`src/rtl/i2cmrb_pkg.sv`:
```
package i2cmrb_pkg;

    // Field widths
    localparam int OPCODE_W   = 2;
    localparam int DEV_W      = 7;
    localparam int REG_W      = 8;
    localparam int LEN_W      = 5;
    localparam int BUF_IDX_W  = 4;
    localparam int BYTE_W     = 8;
    localparam int CFG_IDX_W  = 1;
    localparam int CFG_DATA_W = 8;

    localparam int BUF_DEPTH         = 1 << BUF_IDX_W;
    localparam int DEF_MAX_BURST     = 16;
    localparam int DEF_QUEUE_DEPTH   = 2;
    localparam logic [7:0] ACK_TIMEOUT_RST = 8'd250;
    localparam logic [7:0] DELAY_TICKS_RST = 8'd1;

    // Opcodes on the command channel
    localparam logic [OPCODE_W-1:0] OP_TICK  = 2'd0;
    localparam logic [OPCODE_W-1:0] OP_LOAD  = 2'd1;
    localparam logic [OPCODE_W-1:0] OP_WRITE = 2'd2;
    localparam logic [OPCODE_W-1:0] OP_READ  = 2'd3;

    // Command classes after decode
    localparam logic [1:0] KIND_TICK  = 2'd0;
    localparam logic [1:0] KIND_LOAD  = 2'd1;
    localparam logic [1:0] KIND_START = 2'd2;

    // Configuration register indexes
    localparam logic [CFG_IDX_W-1:0] CFG_ACK_TIMEOUT = 1'd0;
    localparam logic [CFG_IDX_W-1:0] CFG_DELAY_TICKS = 1'd1;

    // Decoded command held in the queue
    typedef struct packed {
        logic [1:0]           kind;
        logic                 is_read;
        logic                 sda;
        logic [DEV_W-1:0]     dev;
        logic [REG_W-1:0]     regaddr;
        logic [LEN_W-1:0]     len;
        logic [BUF_IDX_W-1:0] idx;
        logic [BYTE_W-1:0]    data;
    } t_cmd;

    // Queue head as seen by the engine
    typedef struct packed {
        logic valid;
        t_cmd cmd;
    } t_head;

    // One result beat
    typedef struct packed {
        logic              scl;
        logic              sda_out;
        logic              sda_is_output;
        logic              read_valid;
        logic [BYTE_W-1:0] read_data;
        logic              read_last;
        logic              done_res;
        logic              status;
        logic              busy_res;
    } t_res;

endpackage

```
`src/rtl/i2cmrb_cmd_if.sv`:
```
interface i2cmrb_cmd_if;
    import i2cmrb_pkg::*;

    logic                 valid;
    logic                 ready;
    logic [OPCODE_W-1:0]  opcode;
    logic                 sda_sample;
    logic [DEV_W-1:0]     device_address;
    logic [REG_W-1:0]     register_address;
    logic [LEN_W-1:0]     burst_length;
    logic [BUF_IDX_W-1:0] buffer_index;
    logic [BYTE_W-1:0]    data_byte;

    modport source (
        output valid, opcode, sda_sample, device_address, register_address,
               burst_length, buffer_index, data_byte,
        input  ready
    );
    modport sink (
        input  valid, opcode, sda_sample, device_address, register_address,
               burst_length, buffer_index, data_byte,
        output ready
    );
endinterface

```
`src/rtl/i2cmrb_res_if.sv`:
```
interface i2cmrb_res_if;
    import i2cmrb_pkg::*;

    logic              valid;
    logic              ready;
    logic              scl;
    logic              sda_out;
    logic              sda_is_output;
    logic              read_valid;
    logic [BYTE_W-1:0] read_data;
    logic              read_last;
    logic              done_res;
    logic              status;
    logic              busy_res;

    modport source (
        output valid, scl, sda_out, sda_is_output, read_valid, read_data,
               read_last, done_res, status, busy_res,
        input  ready
    );
    modport sink (
        input  valid, scl, sda_out, sda_is_output, read_valid, read_data,
               read_last, done_res, status, busy_res,
        output ready
    );
endinterface

```
`src/rtl/i2cmrb_cfg_if.sv`:
```
interface i2cmrb_cfg_if;
    import i2cmrb_pkg::*;

    logic                  valid;
    logic                  ready;
    logic [CFG_IDX_W-1:0]  index;
    logic [CFG_DATA_W-1:0] data;

    modport source (output valid, index, data, input ready);
    modport sink   (input valid, index, data, output ready);
endinterface

```
`src/rtl/i2cmrb_front.sv`:
```
module i2cmrb_front #(
    parameter int MAX_BURST = i2cmrb_pkg::DEF_MAX_BURST
) (
    i2cmrb_cmd_if.sink         i_cmd,
    input  logic               i_q_full,
    output logic               o_push,
    output i2cmrb_pkg::t_cmd   o_cmd
);
    import i2cmrb_pkg::*;

    localparam int LIM_W = (LEN_W > 8 ? LEN_W : 8) + 1;

    logic [LIM_W-1:0] len_ext;
    logic [LIM_W-1:0] max_ext;

    assign len_ext = LIM_W'(i_cmd.burst_length);
    assign max_ext = LIM_W'(MAX_BURST);

    assign i_cmd.ready = !i_q_full;
    assign o_push      = i_cmd.valid && !i_q_full;

    always_comb begin
        o_cmd         = '0;
        o_cmd.sda     = i_cmd.sda_sample;
        o_cmd.dev     = i_cmd.device_address;
        o_cmd.regaddr = i_cmd.register_address;
        o_cmd.idx     = i_cmd.buffer_index;
        o_cmd.data    = i_cmd.data_byte;
        // clamp burst to the configured maximum
        o_cmd.len     = (len_ext > max_ext) ? LEN_W'(max_ext) : i_cmd.burst_length;
        unique case (i_cmd.opcode)
            OP_TICK:  o_cmd.kind = KIND_TICK;
            OP_LOAD:  o_cmd.kind = KIND_LOAD;
            OP_WRITE: o_cmd.kind = KIND_START;
            OP_READ: begin
                o_cmd.kind    = KIND_START;
                o_cmd.is_read = 1'b1;
            end
            default:  o_cmd.kind = KIND_TICK;
        endcase
    end

endmodule

```
`src/rtl/i2cmrb_queue.sv`:
```
module i2cmrb_queue #(
    parameter int DEPTH = i2cmrb_pkg::DEF_QUEUE_DEPTH
) (
    input  logic               i_clk,
    input  logic               i_rst_n,
    input  logic               i_push,
    input  i2cmrb_pkg::t_cmd   i_cmd,
    input  logic               i_pop,
    output logic               o_full,
    output i2cmrb_pkg::t_head  o_head
);
    import i2cmrb_pkg::*;

    localparam int PTR_W = (DEPTH > 1) ? $clog2(DEPTH) : 1;
    localparam int CNT_W = $clog2(DEPTH + 1);

    t_cmd             r_mem [DEPTH];
    logic [PTR_W-1:0] r_wptr, n_wptr;
    logic [PTR_W-1:0] r_rptr, n_rptr;
    logic [CNT_W-1:0] r_count, n_count;

    function automatic logic [PTR_W-1:0] ptr_inc(input logic [PTR_W-1:0] p);
        ptr_inc = (p == PTR_W'(DEPTH - 1)) ? '0 : p + PTR_W'(1);
    endfunction

    assign o_full      = (r_count == CNT_W'(DEPTH));
    assign o_head.valid = (r_count != '0);
    assign o_head.cmd   = r_mem[r_rptr];

    always_comb begin
        n_wptr  = i_push ? ptr_inc(r_wptr) : r_wptr;
        n_rptr  = i_pop  ? ptr_inc(r_rptr) : r_rptr;
        n_count = r_count + CNT_W'(i_push) - CNT_W'(i_pop);
    end

    always_ff @(posedge i_clk) begin
        if (i_push) begin
            r_mem[r_wptr] <= i_cmd;
        end
    end

    always_ff @(posedge i_clk) begin
        if (!i_rst_n) begin
            r_wptr  <= '0;
            r_rptr  <= '0;
            r_count <= '0;
        end else begin
            r_wptr  <= n_wptr;
            r_rptr  <= n_rptr;
            r_count <= n_count;
        end
    end

endmodule

```
`src/rtl/i2cmrb_engine.sv`:
```
module i2cmrb_engine #(
    parameter int MAX_BURST = i2cmrb_pkg::DEF_MAX_BURST
) (
    input  logic               i_clk,
    input  logic               i_rst_n,
    i2cmrb_cfg_if.sink         i_cfg,
    input  i2cmrb_pkg::t_head  i_head,
    output logic               o_pop,
    i2cmrb_res_if.source       o_res
);
    import i2cmrb_pkg::*;

    localparam int LEN_MAX = (1 << LEN_W) - 1;
    localparam int BT_MAX  = (MAX_BURST < LEN_MAX) ? MAX_BURST : LEN_MAX;
    localparam int CNT_RAW = $clog2(BT_MAX + 4);
    localparam int CNT_W   = (CNT_RAW > BUF_IDX_W) ? CNT_RAW : BUF_IDX_W + 1;

    localparam logic [4:0] PH_IDLE = 5'd0;
    localparam logic [4:0] PH_ST1  = 5'd1;
    localparam logic [4:0] PH_ST2  = 5'd2;
    localparam logic [4:0] PH_TXL  = 5'd3;
    localparam logic [4:0] PH_TXH  = 5'd4;
    localparam logic [4:0] PH_AKL  = 5'd5;
    localparam logic [4:0] PH_AKH  = 5'd6;
    localparam logic [4:0] PH_AKW  = 5'd7;
    localparam logic [4:0] PH_RXL  = 5'd8;
    localparam logic [4:0] PH_RXH  = 5'd9;
    localparam logic [4:0] PH_MAL  = 5'd10;
    localparam logic [4:0] PH_MAH  = 5'd11;
    localparam logic [4:0] PH_SP1  = 5'd12;
    localparam logic [4:0] PH_SP2  = 5'd13;
    localparam logic [4:0] PH_SP3  = 5'd14;
    localparam logic [4:0] PH_EP1  = 5'd15;
    localparam logic [4:0] PH_EP2  = 5'd16;
    localparam logic [4:0] PH_EP3  = 5'd17;

    logic [7:0]        r_ack_timeout;
    logic [7:0]        r_delay_ticks;

    logic [4:0]        r_phase, n_phase;
    logic [3:0]        r_bit,   n_bit;
    logic [7:0]        r_shift, n_shift;
    logic [CNT_W-1:0]  r_byte,  n_byte;
    logic [LEN_W-1:0]  r_bt,    n_bt;
    logic [DEV_W-1:0]  r_dev,   n_dev;
    logic [REG_W-1:0]  r_reg,   n_reg;
    logic              r_isrd,  n_isrd;
    logic [7:0]        r_ackw,  n_ackw;
    logic [7:0]        r_slot,  n_slot;

    logic [BYTE_W-1:0] r_wbuf [BUF_DEPTH];

    logic              r_out_valid;
    t_res              r_out, n_out;

    logic              fire;
    logic [CNT_W-1:0]  bc1;
    logic [CNT_W-1:0]  bt_ext;
    logic [CNT_W-1:0]  wb_pos;
    logic [BYTE_W-1:0] wb_data;
    logic [7:0]        delay_eff;
    logic [8:0]        slot_inc;
    logic              slot_end;
    logic [3:0]        bit_inc;
    logic [7:0]        rx_shift;

    assign i_cfg.ready = 1'b1;

    assign fire  = i_head.valid && (!r_out_valid || o_res.ready);
    assign o_pop = fire;

    assign bc1       = r_byte + CNT_W'(1);
    assign bt_ext    = CNT_W'(r_bt);
    assign wb_pos    = bc1 - CNT_W'(2);
    assign wb_data   = r_wbuf[wb_pos[BUF_IDX_W-1:0]];
    assign delay_eff = (r_delay_ticks == 8'd0) ? 8'd1 : r_delay_ticks;
    assign slot_inc  = {1'b0, r_slot} + 9'd1;
    assign slot_end  = (slot_inc >= {1'b0, delay_eff});
    assign bit_inc   = r_bit + 4'd1;
    assign rx_shift  = {r_shift[6:0], i_head.cmd.sda};

    // next state for the item at the queue head
    always_comb begin
        n_phase = r_phase;
        n_bit   = r_bit;
        n_shift = r_shift;
        n_byte  = r_byte;
        n_bt    = r_bt;
        n_dev   = r_dev;
        n_reg   = r_reg;
        n_isrd  = r_isrd;
        n_ackw  = r_ackw;
        n_slot  = r_slot;
        n_out   = '0;

        if (fire) begin
            unique case (i_head.cmd.kind)
                KIND_TICK: begin
                    if (r_phase == PH_AKW) begin
                        if (!i_head.cmd.sda) begin
                            // ack seen: choose what follows
                            n_byte = bc1;
                            n_slot = '0;
                            if (bc1 == CNT_W'(1)) begin
                                n_shift = r_reg;
                                n_bit   = '0;
                                n_phase = PH_TXL;
                            end else if (!r_isrd) begin
                                if (bc1 >= bt_ext + CNT_W'(2)) begin
                                    n_phase = PH_SP1;
                                end else begin
                                    n_shift = wb_data;
                                    n_bit   = '0;
                                    n_phase = PH_TXL;
                                end
                            end else if (bc1 == CNT_W'(2)) begin
                                n_phase = PH_ST1;
                            end else if (r_bt == '0) begin
                                n_phase = PH_SP1;
                            end else begin
                                n_bit   = '0;
                                n_shift = '0;
                                n_phase = PH_RXL;
                            end
                        end else if (r_ackw >= r_ack_timeout) begin
                            n_phase = PH_EP1;
                            n_slot  = '0;
                        end else begin
                            n_ackw = r_ackw + 8'd1;
                        end
                    end else if (r_phase != PH_IDLE) begin
                        if (!slot_end) begin
                            n_slot = slot_inc[7:0];
                        end else begin
                            n_slot = '0;
                            unique case (r_phase)
                                PH_ST1: n_phase = PH_ST2;
                                PH_ST2: begin
                                    n_shift = {r_dev, (r_byte == CNT_W'(2))};
                                    n_bit   = '0;
                                    n_phase = PH_TXL;
                                end
                                PH_TXL: n_phase = PH_TXH;
                                PH_TXH: begin
                                    n_bit   = bit_inc;
                                    n_shift = {r_shift[6:0], 1'b0};
                                    n_phase = (bit_inc >= 4'd8) ? PH_AKL : PH_TXL;
                                end
                                PH_AKL: n_phase = PH_AKH;
                                PH_AKH: begin
                                    n_ackw  = '0;
                                    n_phase = PH_AKW;
                                end
                                PH_RXL: n_phase = PH_RXH;
                                PH_RXH: begin
                                    n_shift = rx_shift;
                                    n_bit   = bit_inc;
                                    if (bit_inc >= 4'd8) begin
                                        n_byte               = bc1;
                                        n_out.read_valid     = 1'b1;
                                        n_out.read_data      = rx_shift;
                                        n_out.read_last      = (bc1 >= bt_ext + CNT_W'(3));
                                        n_phase              = PH_MAL;
                                    end else begin
                                        n_phase = PH_RXL;
                                    end
                                end
                                PH_MAL: n_phase = PH_MAH;
                                PH_MAH: begin
                                    if (r_byte >= bt_ext + CNT_W'(3)) begin
                                        n_phase = PH_SP1;
                                    end else begin
                                        n_bit   = '0;
                                        n_shift = '0;
                                        n_phase = PH_RXL;
                                    end
                                end
                                PH_SP1: n_phase = PH_SP2;
                                PH_SP2: n_phase = PH_SP3;
                                PH_SP3: begin
                                    n_out.done_res = 1'b1;
                                    n_phase        = PH_IDLE;
                                end
                                PH_EP1: n_phase = PH_EP2;
                                PH_EP2: n_phase = PH_EP3;
                                PH_EP3: begin
                                    n_out.done_res = 1'b1;
                                    n_out.status   = 1'b1;
                                    n_phase        = PH_IDLE;
                                end
                                default: n_phase = PH_IDLE;
                            endcase
                        end
                    end
                end
                KIND_LOAD: begin
                    // buffer write happens in the clocked block
                end
                KIND_START: begin
                    if (r_phase == PH_IDLE) begin
                        n_dev   = i_head.cmd.dev;
                        n_reg   = i_head.cmd.regaddr;
                        n_bt    = i_head.cmd.len;
                        n_isrd  = i_head.cmd.is_read;
                        n_byte  = '0;
                        n_bit   = '0;
                        n_shift = '0;
                        n_ackw  = '0;
                        n_slot  = '0;
                        n_phase = PH_ST1;
                    end
                end
                default: begin
                end
            endcase
        end

        // bus lines after this beat
        n_out.scl           = 1'b1;
        n_out.sda_out       = 1'b1;
        n_out.sda_is_output = 1'b1;
        n_out.busy_res      = (n_phase != PH_IDLE);
        unique case (n_phase)
            PH_ST2: n_out.sda_out = 1'b0;
            PH_TXL: begin
                n_out.scl     = 1'b0;
                n_out.sda_out = n_shift[7];
            end
            PH_TXH: n_out.sda_out = n_shift[7];
            PH_AKL, PH_RXL: begin
                n_out.scl           = 1'b0;
                n_out.sda_is_output = 1'b0;
            end
            PH_AKH, PH_AKW, PH_RXH: n_out.sda_is_output = 1'b0;
            PH_MAL, PH_MAH: begin
                n_out.scl     = (n_phase == PH_MAH);
                n_out.sda_out = (n_byte >= CNT_W'(n_bt) + CNT_W'(3));
            end
            PH_SP1, PH_EP1: begin
                n_out.scl     = 1'b0;
                n_out.sda_out = 1'b0;
            end
            PH_SP2, PH_EP2: n_out.sda_out = 1'b0;
            default: begin
            end
        endcase
    end

    always_ff @(posedge i_clk) begin
        if (fire && (i_head.cmd.kind == KIND_LOAD)) begin
            r_wbuf[i_head.cmd.idx] <= i_head.cmd.data;
        end
    end

    always_ff @(posedge i_clk) begin
        if (!i_rst_n) begin
            r_ack_timeout <= ACK_TIMEOUT_RST;
            r_delay_ticks <= DELAY_TICKS_RST;
        end else if (i_cfg.valid) begin
            unique case (i_cfg.index)
                CFG_ACK_TIMEOUT: r_ack_timeout <= i_cfg.data;
                CFG_DELAY_TICKS: r_delay_ticks <= i_cfg.data;
                default: begin
                end
            endcase
        end
    end

    always_ff @(posedge i_clk) begin
        if (!i_rst_n) begin
            r_phase     <= PH_IDLE;
            r_bit       <= '0;
            r_shift     <= '0;
            r_byte      <= '0;
            r_bt        <= '0;
            r_dev       <= '0;
            r_reg       <= '0;
            r_isrd      <= 1'b0;
            r_ackw      <= '0;
            r_slot      <= '0;
            r_out_valid <= 1'b0;
        end else begin
            r_phase <= n_phase;
            r_bit   <= n_bit;
            r_shift <= n_shift;
            r_byte  <= n_byte;
            r_bt    <= n_bt;
            r_dev   <= n_dev;
            r_reg   <= n_reg;
            r_isrd  <= n_isrd;
            r_ackw  <= n_ackw;
            r_slot  <= n_slot;
            if (!r_out_valid || o_res.ready) begin
                r_out_valid <= fire;
            end
        end
    end

    always_ff @(posedge i_clk) begin
        if (fire) begin
            r_out <= n_out;
        end
    end

    assign o_res.valid         = r_out_valid;
    assign o_res.scl           = r_out.scl;
    assign o_res.sda_out       = r_out.sda_out;
    assign o_res.sda_is_output = r_out.sda_is_output;
    assign o_res.read_valid    = r_out.read_valid;
    assign o_res.read_data     = r_out.read_data;
    assign o_res.read_last     = r_out.read_last;
    assign o_res.done_res      = r_out.done_res;
    assign o_res.status        = r_out.status;
    assign o_res.busy_res      = r_out.busy_res;

endmodule

```
`src/rtl/i2c_master_register_burst_top.sv`:
```
// A command beat accepted is written into the command queue, then the bus engine steps it
//   into the output register. Throughput: one beat per clock unless a result beat stalls;
//   every command, ticks included, is one engine step.
// Reset: synchronous, active low; clears bus phase, counters, queue and output valid,
//   and sets ack_timeout to 250 and delay_ticks to 1. The write buffer is not cleared.
module i2c_master_register_burst_top #(
    parameter int MAX_BURST   = i2cmrb_pkg::DEF_MAX_BURST,
    parameter int QUEUE_DEPTH = i2cmrb_pkg::DEF_QUEUE_DEPTH
) (
    input  logic          i_clk,
    input  logic          i_rst_n,
    i2cmrb_cmd_if.sink    i_cmd,
    i2cmrb_cfg_if.sink    i_cfg,
    i2cmrb_res_if.source  o_res
);
    import i2cmrb_pkg::*;

    // front side: handshake, opcode decode, burst clamp
    logic  push;
    logic  q_full;
    t_cmd  front_cmd;

    // back side: queue head and pop
    t_head head;
    logic  pop;

    i2cmrb_front #(
        .MAX_BURST (MAX_BURST)
    ) u_front (
        .i_cmd    (i_cmd),
        .i_q_full (q_full),
        .o_push   (push),
        .o_cmd    (front_cmd)
    );

    // short queue decouples the accepting side from the bus engine so a
    // stalled result beat does not stop the input immediately
    i2cmrb_queue #(
        .DEPTH (QUEUE_DEPTH)
    ) u_queue (
        .i_clk   (i_clk),
        .i_rst_n (i_rst_n),
        .i_push  (push),
        .i_cmd   (front_cmd),
        .i_pop   (pop),
        .o_full  (q_full),
        .o_head  (head)
    );

    // bus engine: phase machine, slot timer, ack watch, shifter, write buffer,
    // config registers and the registered result beat
    i2cmrb_engine #(
        .MAX_BURST (MAX_BURST)
    ) u_engine (
        .i_clk   (i_clk),
        .i_rst_n (i_rst_n),
        .i_cfg   (i_cfg),
        .i_head  (head),
        .o_pop   (pop),
        .o_res   (o_res)
    );

endmodule

```
`src/flat_wrapper.sv`:
```
// flat-port wrapper written by rule: the top's interface ports become plain ports
module i2c_master_register_burst_top_flat import i2cmrb_pkg::*;
#(
    parameter int MAX_BURST   = i2cmrb_pkg::DEF_MAX_BURST,
    parameter int QUEUE_DEPTH = i2cmrb_pkg::DEF_QUEUE_DEPTH
)
  (i_clk, i_rst_n, i_cmd_valid, i_cmd_opcode, i_cmd_sda_sample, i_cmd_device_address, i_cmd_register_address, i_cmd_burst_length, i_cmd_buffer_index, i_cmd_data_byte, i_cmd_ready, i_cfg_valid, i_cfg_index, i_cfg_data, i_cfg_ready, o_res_valid, o_res_scl, o_res_sda_out, o_res_sda_is_output, o_res_read_valid, o_res_read_data, o_res_read_last, o_res_done_res, o_res_status, o_res_busy_res, o_res_ready);
  i2cmrb_cmd_if i_cmd_i ();
  i2cmrb_cfg_if i_cfg_i ();
  i2cmrb_res_if o_res_i ();
  input  logic i_clk;
  input  logic i_rst_n;
  input wire logic [$bits(i_cmd_i.valid)-1:0] i_cmd_valid;
  input wire logic [$bits(i_cmd_i.opcode)-1:0] i_cmd_opcode;
  input wire logic [$bits(i_cmd_i.sda_sample)-1:0] i_cmd_sda_sample;
  input wire logic [$bits(i_cmd_i.device_address)-1:0] i_cmd_device_address;
  input wire logic [$bits(i_cmd_i.register_address)-1:0] i_cmd_register_address;
  input wire logic [$bits(i_cmd_i.burst_length)-1:0] i_cmd_burst_length;
  input wire logic [$bits(i_cmd_i.buffer_index)-1:0] i_cmd_buffer_index;
  input wire logic [$bits(i_cmd_i.data_byte)-1:0] i_cmd_data_byte;
  output wire logic [$bits(i_cmd_i.ready)-1:0] i_cmd_ready;
  input wire logic [$bits(i_cfg_i.valid)-1:0] i_cfg_valid;
  input wire logic [$bits(i_cfg_i.index)-1:0] i_cfg_index;
  input wire logic [$bits(i_cfg_i.data)-1:0] i_cfg_data;
  output wire logic [$bits(i_cfg_i.ready)-1:0] i_cfg_ready;
  output wire logic [$bits(o_res_i.valid)-1:0] o_res_valid;
  output wire logic [$bits(o_res_i.scl)-1:0] o_res_scl;
  output wire logic [$bits(o_res_i.sda_out)-1:0] o_res_sda_out;
  output wire logic [$bits(o_res_i.sda_is_output)-1:0] o_res_sda_is_output;
  output wire logic [$bits(o_res_i.read_valid)-1:0] o_res_read_valid;
  output wire logic [$bits(o_res_i.read_data)-1:0] o_res_read_data;
  output wire logic [$bits(o_res_i.read_last)-1:0] o_res_read_last;
  output wire logic [$bits(o_res_i.done_res)-1:0] o_res_done_res;
  output wire logic [$bits(o_res_i.status)-1:0] o_res_status;
  output wire logic [$bits(o_res_i.busy_res)-1:0] o_res_busy_res;
  input wire logic [$bits(o_res_i.ready)-1:0] o_res_ready;
  assign i_cmd_i.valid = i_cmd_valid;
  assign i_cmd_i.opcode = i_cmd_opcode;
  assign i_cmd_i.sda_sample = i_cmd_sda_sample;
  assign i_cmd_i.device_address = i_cmd_device_address;
  assign i_cmd_i.register_address = i_cmd_register_address;
  assign i_cmd_i.burst_length = i_cmd_burst_length;
  assign i_cmd_i.buffer_index = i_cmd_buffer_index;
  assign i_cmd_i.data_byte = i_cmd_data_byte;
  assign i_cmd_ready = i_cmd_i.ready;
  assign i_cfg_i.valid = i_cfg_valid;
  assign i_cfg_i.index = i_cfg_index;
  assign i_cfg_i.data = i_cfg_data;
  assign i_cfg_ready = i_cfg_i.ready;
  assign o_res_valid = o_res_i.valid;
  assign o_res_scl = o_res_i.scl;
  assign o_res_sda_out = o_res_i.sda_out;
  assign o_res_sda_is_output = o_res_i.sda_is_output;
  assign o_res_read_valid = o_res_i.read_valid;
  assign o_res_read_data = o_res_i.read_data;
  assign o_res_read_last = o_res_i.read_last;
  assign o_res_done_res = o_res_i.done_res;
  assign o_res_status = o_res_i.status;
  assign o_res_busy_res = o_res_i.busy_res;
  assign o_res_i.ready = o_res_ready;
  i2c_master_register_burst_top #(.MAX_BURST(MAX_BURST), .QUEUE_DEPTH(QUEUE_DEPTH)) u_core (.i_clk(i_clk), .i_rst_n(i_rst_n), .i_cmd(i_cmd_i), .i_cfg(i_cfg_i), .o_res(o_res_i));
endmodule
```
`config.mk`:
```
export PLATFORM = sky130hd
export DESIGN_NAME = i2c_master_register_burst_top_flat
export DESIGN_NICKNAME = d
export VERILOG_FILES = /design/src/rtl/i2cmrb_pkg.sv /design/src/rtl/i2cmrb_cmd_if.sv /design/src/rtl/i2cmrb_res_if.sv /design/src/rtl/i2cmrb_cfg_if.sv /design/src/rtl/i2cmrb_front.sv /design/src/rtl/i2cmrb_queue.sv /design/src/rtl/i2cmrb_engine.sv /design/src/rtl/i2c_master_register_burst_top.sv /design/src/flat_wrapper.sv
export SDC_FILE = /design/constraint.sdc
export NUM_CORES = 1
export LEC_CHECK = 0
export ABC_AREA = 1
export BUFFER_PORTS_ARGS = -buffer_cell sky130_fd_sc_hd__buf_2
export CAP_MARGIN = 20
export CORE_UTILIZATION = 56
export DETAILED_ROUTE_END_ITERATION = 8
export PLACE_DENSITY = 0.7
export SLEW_MARGIN = 10
export SYNTH_ARGS = -nofsm -noshare
export SYNTH_HDL_FRONTEND = slang
export SYNTH_SLANG_ARGS = --single-unit
```
`constraint.sdc`:
```
create_clock -name i_clk -period 10.7 [get_ports i_clk]
set_clock_uncertainty 0.15 [all_clocks]
set_input_delay 0 -clock i_clk [delete_from_list [all_inputs] [get_ports i_clk]]
set_output_delay 0 -clock i_clk [all_outputs]
set_load 0.03 [all_outputs]
```
Yosys cells after proc, flatten, opt, wreduce, memory -nomap -nowiden

Memory sizes are Yosys's and may differ from the RTL's. A register that Yosys moved wholly into a read port is not among the register bits.
Index checks and enable logic that the tools add are counted.
Widths: inputs -> output; s select.

Flip-flop bits (word level): 96
Bits in latches: 0
Memory bits (writable): 200
Memory bits (read-only): 0
Bits of input ports: 49
Memories kept: 2

Add/subtract/negate cells: 12
$mul: 0
Divide/modulo/power cells: 0
Magnitude comparators: 8
Equal/unequal tests: 54
Shifts and indexed selects: 0
Multiplexer cells: 88
Bitwise logic cells: 6
Reductions and logical operators: 33

Memory list:

| name                   | depth | bits a word | rd ports | clocked after memory_dff | wr ports | RTL line            | RTL |
|---|---|---|---|---|---|---|---|
| u_core.u_engine.r_wbuf | 16    | 8           | 1        | 0                        | 1        | i2cmrb_engine.sv:51 | `logic [BYTE_W-1:0] r_wbuf [BUF_DEPTH];` |
| u_core.u_queue.r_mem   | 2     | 36          | 1        | 1                        | 1        | i2cmrb_queue.sv:17  | `t_cmd r_mem [DEPTH];` |

Operators with widths:

| kind                | count |
|---|---|
| $mux 8              | 25 |
| $mux 5              | 21 |
| $eq 5x4->1 const B  | 15 |
| $pmux 5 s14         | 1 |
| $mux 4              | 13 |
| $pmux 8 s2          | 3 |
| $eq 5x3->1 const B  | 8 |
| $pmux 8 s4          | 1 |
| $eq 5x2->1 const B  | 6 |
| $reduce_and 11->1   | 2 |
| $ge 5x5->1          | 4 |
| $pmux 5 s2          | 2 |
| $reduce_or 5->1     | 4 |
| $add 5x2->5 const B | 3 |
| $eq 5x5->1 const B  | 3 |
| $ne 3x3->1 const B  | 5 |
| $ne 5x5->1 const B  | 3 |
| $mux 1              | 12 |
| $pmux 4 s3          | 1 |
| $eq 5x1->1 const B  | 2 |
| $logic_not 5->1     | 2 |
| $mux 10             | 1 |
| $reduce_bool 5->1   | 2 |
| $reduce_or 2->1     | 5 |
| other kinds (38)    | 57 |

Longest topological paths before layout

Depth after elaboration: 12
Depth in mapped cells: 32

Hierarchy

Synthesis repeated with hierarchy kept, for this count alone.

Cell total of the unflattened synthesis: 1449
Area, all modules: 14535.2 sq um

By module, submodules not included:

| module        | instances | cells each | area an instance (sq um) | sequential area each (sq um) |
|---|---|---|---|---|
| i2cmrb_engine | 1         | 1256       | 11270.8                  | 5845.6 |
| i2cmrb_queue  | 1         | 145        | 2976.6                   | 2262.2 |
| i2cmrb_front  | 1         | 48         | 287.8                    | 0.0 |

Least setup slack after synthesis

No wires, ideal clock.

Path kind: register to register
From: register u_core.u_engine.r_slot[0]
To: register u_core.u_engine.r_out, in the netlist u_core.u_engine.o_res.sda_out, data pin
Setup time: 0.254 ns
Arrival time: 3.598 ns
Required time: 10.296 ns
Setup slack: 6.698 ns
Cell stages (with the launch flop): 32
Cell sequence: dfxtp_1 -> ha_1 -> nand2_1 -> nor2_1 -> nand3_1 -> xor2_1 -> inv_1 -> ha_1 -> nand2_1 -> inv_1 -> nand2_1 -> nor2_1 -> nor2_1 -> nand2_1 -> nand2_1 -> nand2_1 -> buf_2 -> nand4_1 -> nand2_1 -> xor2_1 -> o21ai_0 -> inv_1 -> ha_1 -> inv_1 -> nand2_1 -> a21oi_1 -> o21bai_1 -> a21o_1 -> a21oi_1 -> nor2_1 -> a21oi_1 -> nand2_1

RTL lines:

| element                | RTL line             | RTL |
|---|---|---|
| start, declared        | i2cmrb_engine.sv:49  | `logic [7:0] r_slot, n_slot;` |
| start signal, assigned | i2cmrb_engine.sv:292 | `r_slot <= n_slot;` |
| end signal, assigned   | i2cmrb_engine.sv:301 | `r_out <= n_out;` |
| end, declared          | i2cmrb_engine.sv:54  | `t_res r_out, n_out;` |

==> flow_summary.yaml <==
run_status:
  run_status: "finished clean"
cts:
  cts_tree: "done"
  clock_insertion_delay_worst_skew_ps: 570
  clockRootBuffer: "sky130_fd_sc_hd__clkbuf_16"
  worst_setup_hold_path_clk_slew_ps: 70
  postCtsResizedCells: 0
  clock_path_buffers: 3
  ctsHtreeMaxLevel: 1
  cts_hold_repair.buffers: 94
  clock_sink_count: 297
  postCtsSetupBuffers: 0
  cts_inserted_buffers: 31
worst_setup_path:
  critical_path_peak_fanout: 11
  setup.worst_path.start_class: "register"
  critPathCaptureType: "register"
  critical_path.most_common_cell: "sky130_fd_sc_hd__nand2_1"
  worst_path_largest_cell_delay_ps: 430
  worst-endpoint-arrival_ps: 5040
  criticalPathCategory: "reg -> reg"
  cp_data_required_time_ps: 10880
  critical_path_top_delay_cell: "sky130_fd_sc_hd__dfxtp_1"
sta:
  post_route_clock_period_utilization_pct: 45.4
  timing.max_slew.rel_slack_pct: 28.7
  max_slew.worst_pin.slew_ps: 1070
  finalSetupViolations: 0
  fin_worst_hold_slack_ps: 7.19
  fin_tns_setup_ps: 0
  maxClockFrequency_mhz: 206
  rsz0062_at_grt: "no"
  hold_viol_final: 0
  final_max_slew_viol_count: 0
  final_period_minus_worst_setup_slack_ps: 4860
cells_and_area:
  drive_above_1_share_pct: 10.6
  multi_input_area_sq_um: 5060
  max_flop_register: "u_core.u_engine.r_wbuf"
  sequential_cell_area_sq_um: 8110
  mostFrequentLayoutCells: "sky130_fd_sc_hd__nand2_1, sky130_fd_sc_hd__edfxtp_1, sky130_fd_sc_hd__inv_1"
  layout.cells.most_common: "sky130_fd_sc_hd__nand2_1"
  fin_area_sq_um: 16600
  final_nets: 1725
  number_of_flip_flops_in_the_largest_register: 128
  num-fill-cells: 1871
  largestRegisters: "u_core.u_engine.r_wbuf (128), u_core.u_queue.r_mem (72)"
  area_growth_syn_to_layout_pct: 18.5
logic_synthesis:
  synth.ff_latch_count: 297
  synth_fp_nets: 1573
  synth-seq-area-share_pct: 57.9
  ys_async_sr_fraction_pct: 0
  postSynthCellCount: 1475
  synth_edf_count: 216
  syn-cell-area_sq_um: 14000
  syn-mean-instance-area_sq_um: 9.49
  synthesis.yosys.warnings: 0
  count_of_unique_library_cells_instantiated_by_yosys: 52
  synth_flop_cell: "sky130_fd_sc_hd__edfxtp_1"
route:
  dr.first_iter.drc_count: 963
  avgRoutedWirePerCell_microns: 17.0
  wirelength_mm: 33.7
  detail_route.vias_per_cell: 5.52
  detailedRoute.firstPassIterationCount: 5
  drc_errors: 0
  postRouteAntennaNets: 0
  vias: 10916
die:
  die_height_microns: 160
  floorplan.core_area_sq_um: 24400
  start_util_pct: 57.4
  row_count: 57
  die_x_microns: 160
  full_die_area_sq_um: 25600
  floorplan.io_pins: 68
global_routing:
  antenna_found_initial: 2
  grt_residual_overflow: 0
  vias_in_the_first_global_route: 10329
  maximum_number_of_pins_on_one_net_before_global_route_repair: 73
  grt_usage_pct: 26.2
  global_route_wire_length_before_repair_mm: 53.3
min_path:
  hold_path_class: "in -> reg"
placed_design:
  dp.final_hpwl_mm: 21.1
  placer_s_final_routability_congestion_estimate: 0.967
  place_area_sq_um: 14600
  buffer_ports.inserted: 66
pwr:
  irDropWorstVdd_uv: 170
  leakage_nw: 6.71
  pwr_density_cell_nw_per_um2: 209
run:
  maxCapViolCount: 0
[worst max-delay path: cells and delay by family, from the launching register on]
kind	cells	cell delay, ps
AO/OA/AOI/OAI	6	680
AND/OR/NAND/NOR	17	2100
XOR/XNOR	1	160
buffers and inverters	4	310
flip-flops	1	430
adder cells (fa/ha/maj)	3	820
[through the flow]
step                      worst slack, ps  std cells  total power [mW]  utilization [%]
after floorplan                      6700       1475              2.10                -
after global routing                 5370       1978              3.63             68.0
after global placement               6070       1820              2.34             59.7
final                                5840       1978              3.47             68.0
after CTS                            5900       1972              3.45             67.8
after detailed placement             5930       1820              2.35             59.7
[area by class of cell]
class	instances	share of cell area [%]
Antenna cell	2	0.0302
Multi-Input combinational cell	965	30.5
Sequential cell	297	48.9
Clock buffer	39	4.92
Tap cell	324	2.45
Clock inverter	19	1.28
Inverter	159	3.61
Timing Repair Buffer	173	8.29
[path summary, 6_finish.rpt]
path                                                 from                                      end  slack, ps  depth (start not counted)
setup reg to reg   u_core.u_engine.r_slot[0]$_SDFFE_PN0P_  u_core.u_engine.o_res.sda_out$_DFFE_PP_       5840                         31
hold reg to reg   u_core.u_engine.r_shift[5]$_SDFFE_PN0P_  u_core.u_engine.r_shift[5]$_SDFFE_PN0P_        320                          2
setup / recovery   u_core.u_engine.r_slot[0]$_SDFFE_PN0P_  u_core.u_engine.o_res.sda_out$_DFFE_PP_       5840                         31
hold / removal                    i_cmd_device_address[5]    u_core.u_queue.r_mem[0][30]$_DFFE_PP_          7                          2
[cells by family (layout without fill, tap and decap cells)]
| family | Yosys count | in the layout | share of synthesized area, % |
|---|---|---|---|
| simple gates | 614 | 614 | 18.4 |
| flops | 297 | 297 | 57.9 |
| compound gates | 276 | 276 | 11.6 |
| buf+inv | 213 | 390 | 6.02 |
| fa+ha+maj | 49 | 49 | 4.38 |
| xor+xnor | 20 | 20 | 1.25 |
| mux | 5 | 5 | 0.376 |
| other cells | 1 | 3 | 0.0268 |
[Yosys cell counts (9+ instances only)]
cell	instances	area [sq um]
sky130_fd_sc_hd__nor2_1	117	439
sky130_fd_sc_hd__edfxtp_1	216	6490
sky130_fd_sc_hd__a31oi_1	17	106
sky130_fd_sc_hd__a21oi_1	113	566
sky130_fd_sc_hd__nand2_1	380	1430
sky130_fd_sc_hd__a22oi_1	9	67.6
sky130_fd_sc_hd__xor2_1	15	131
sky130_fd_sc_hd__nand4_1	16	100
sky130_fd_sc_hd__a32o_1	14	140
sky130_fd_sc_hd__nand3_1	54	270
sky130_fd_sc_hd__dfxtp_1	81	1620
sky130_fd_sc_hd__o211ai_1	10	75.1
sky130_fd_sc_hd__o21ai_0	82	410
sky130_fd_sc_hd__nor3_1	17	85.1
sky130_fd_sc_hd__clkbuf_1	38	143
sky130_fd_sc_hd__ha_1	49	613
sky130_fd_sc_hd__inv_1	149	559
[routing by layer]
layer	GRT usage (%)	vias to the layer above	part of all wire, %
li1	-	5333	-
met1	36.9	5107	44
met2	42.2	417	46
met3	4.05	59	7.0
met4	7.71	0	2.5
met5	0	-	0
[power breakdown]
part / total, mW / leakage, nW / internal [mW] / switching, mW
sequential: 1.50 / 2.64 / 1.44 / 0.0591
clock: 1.09 / 0.500 / 0.637 / 0.450
combinational: 0.880 / 3.57 / 0.240 / 0.640
total: 3.47 / 6.71 / 2.32 / 1.15
Power figures use the tool's default switching activity.
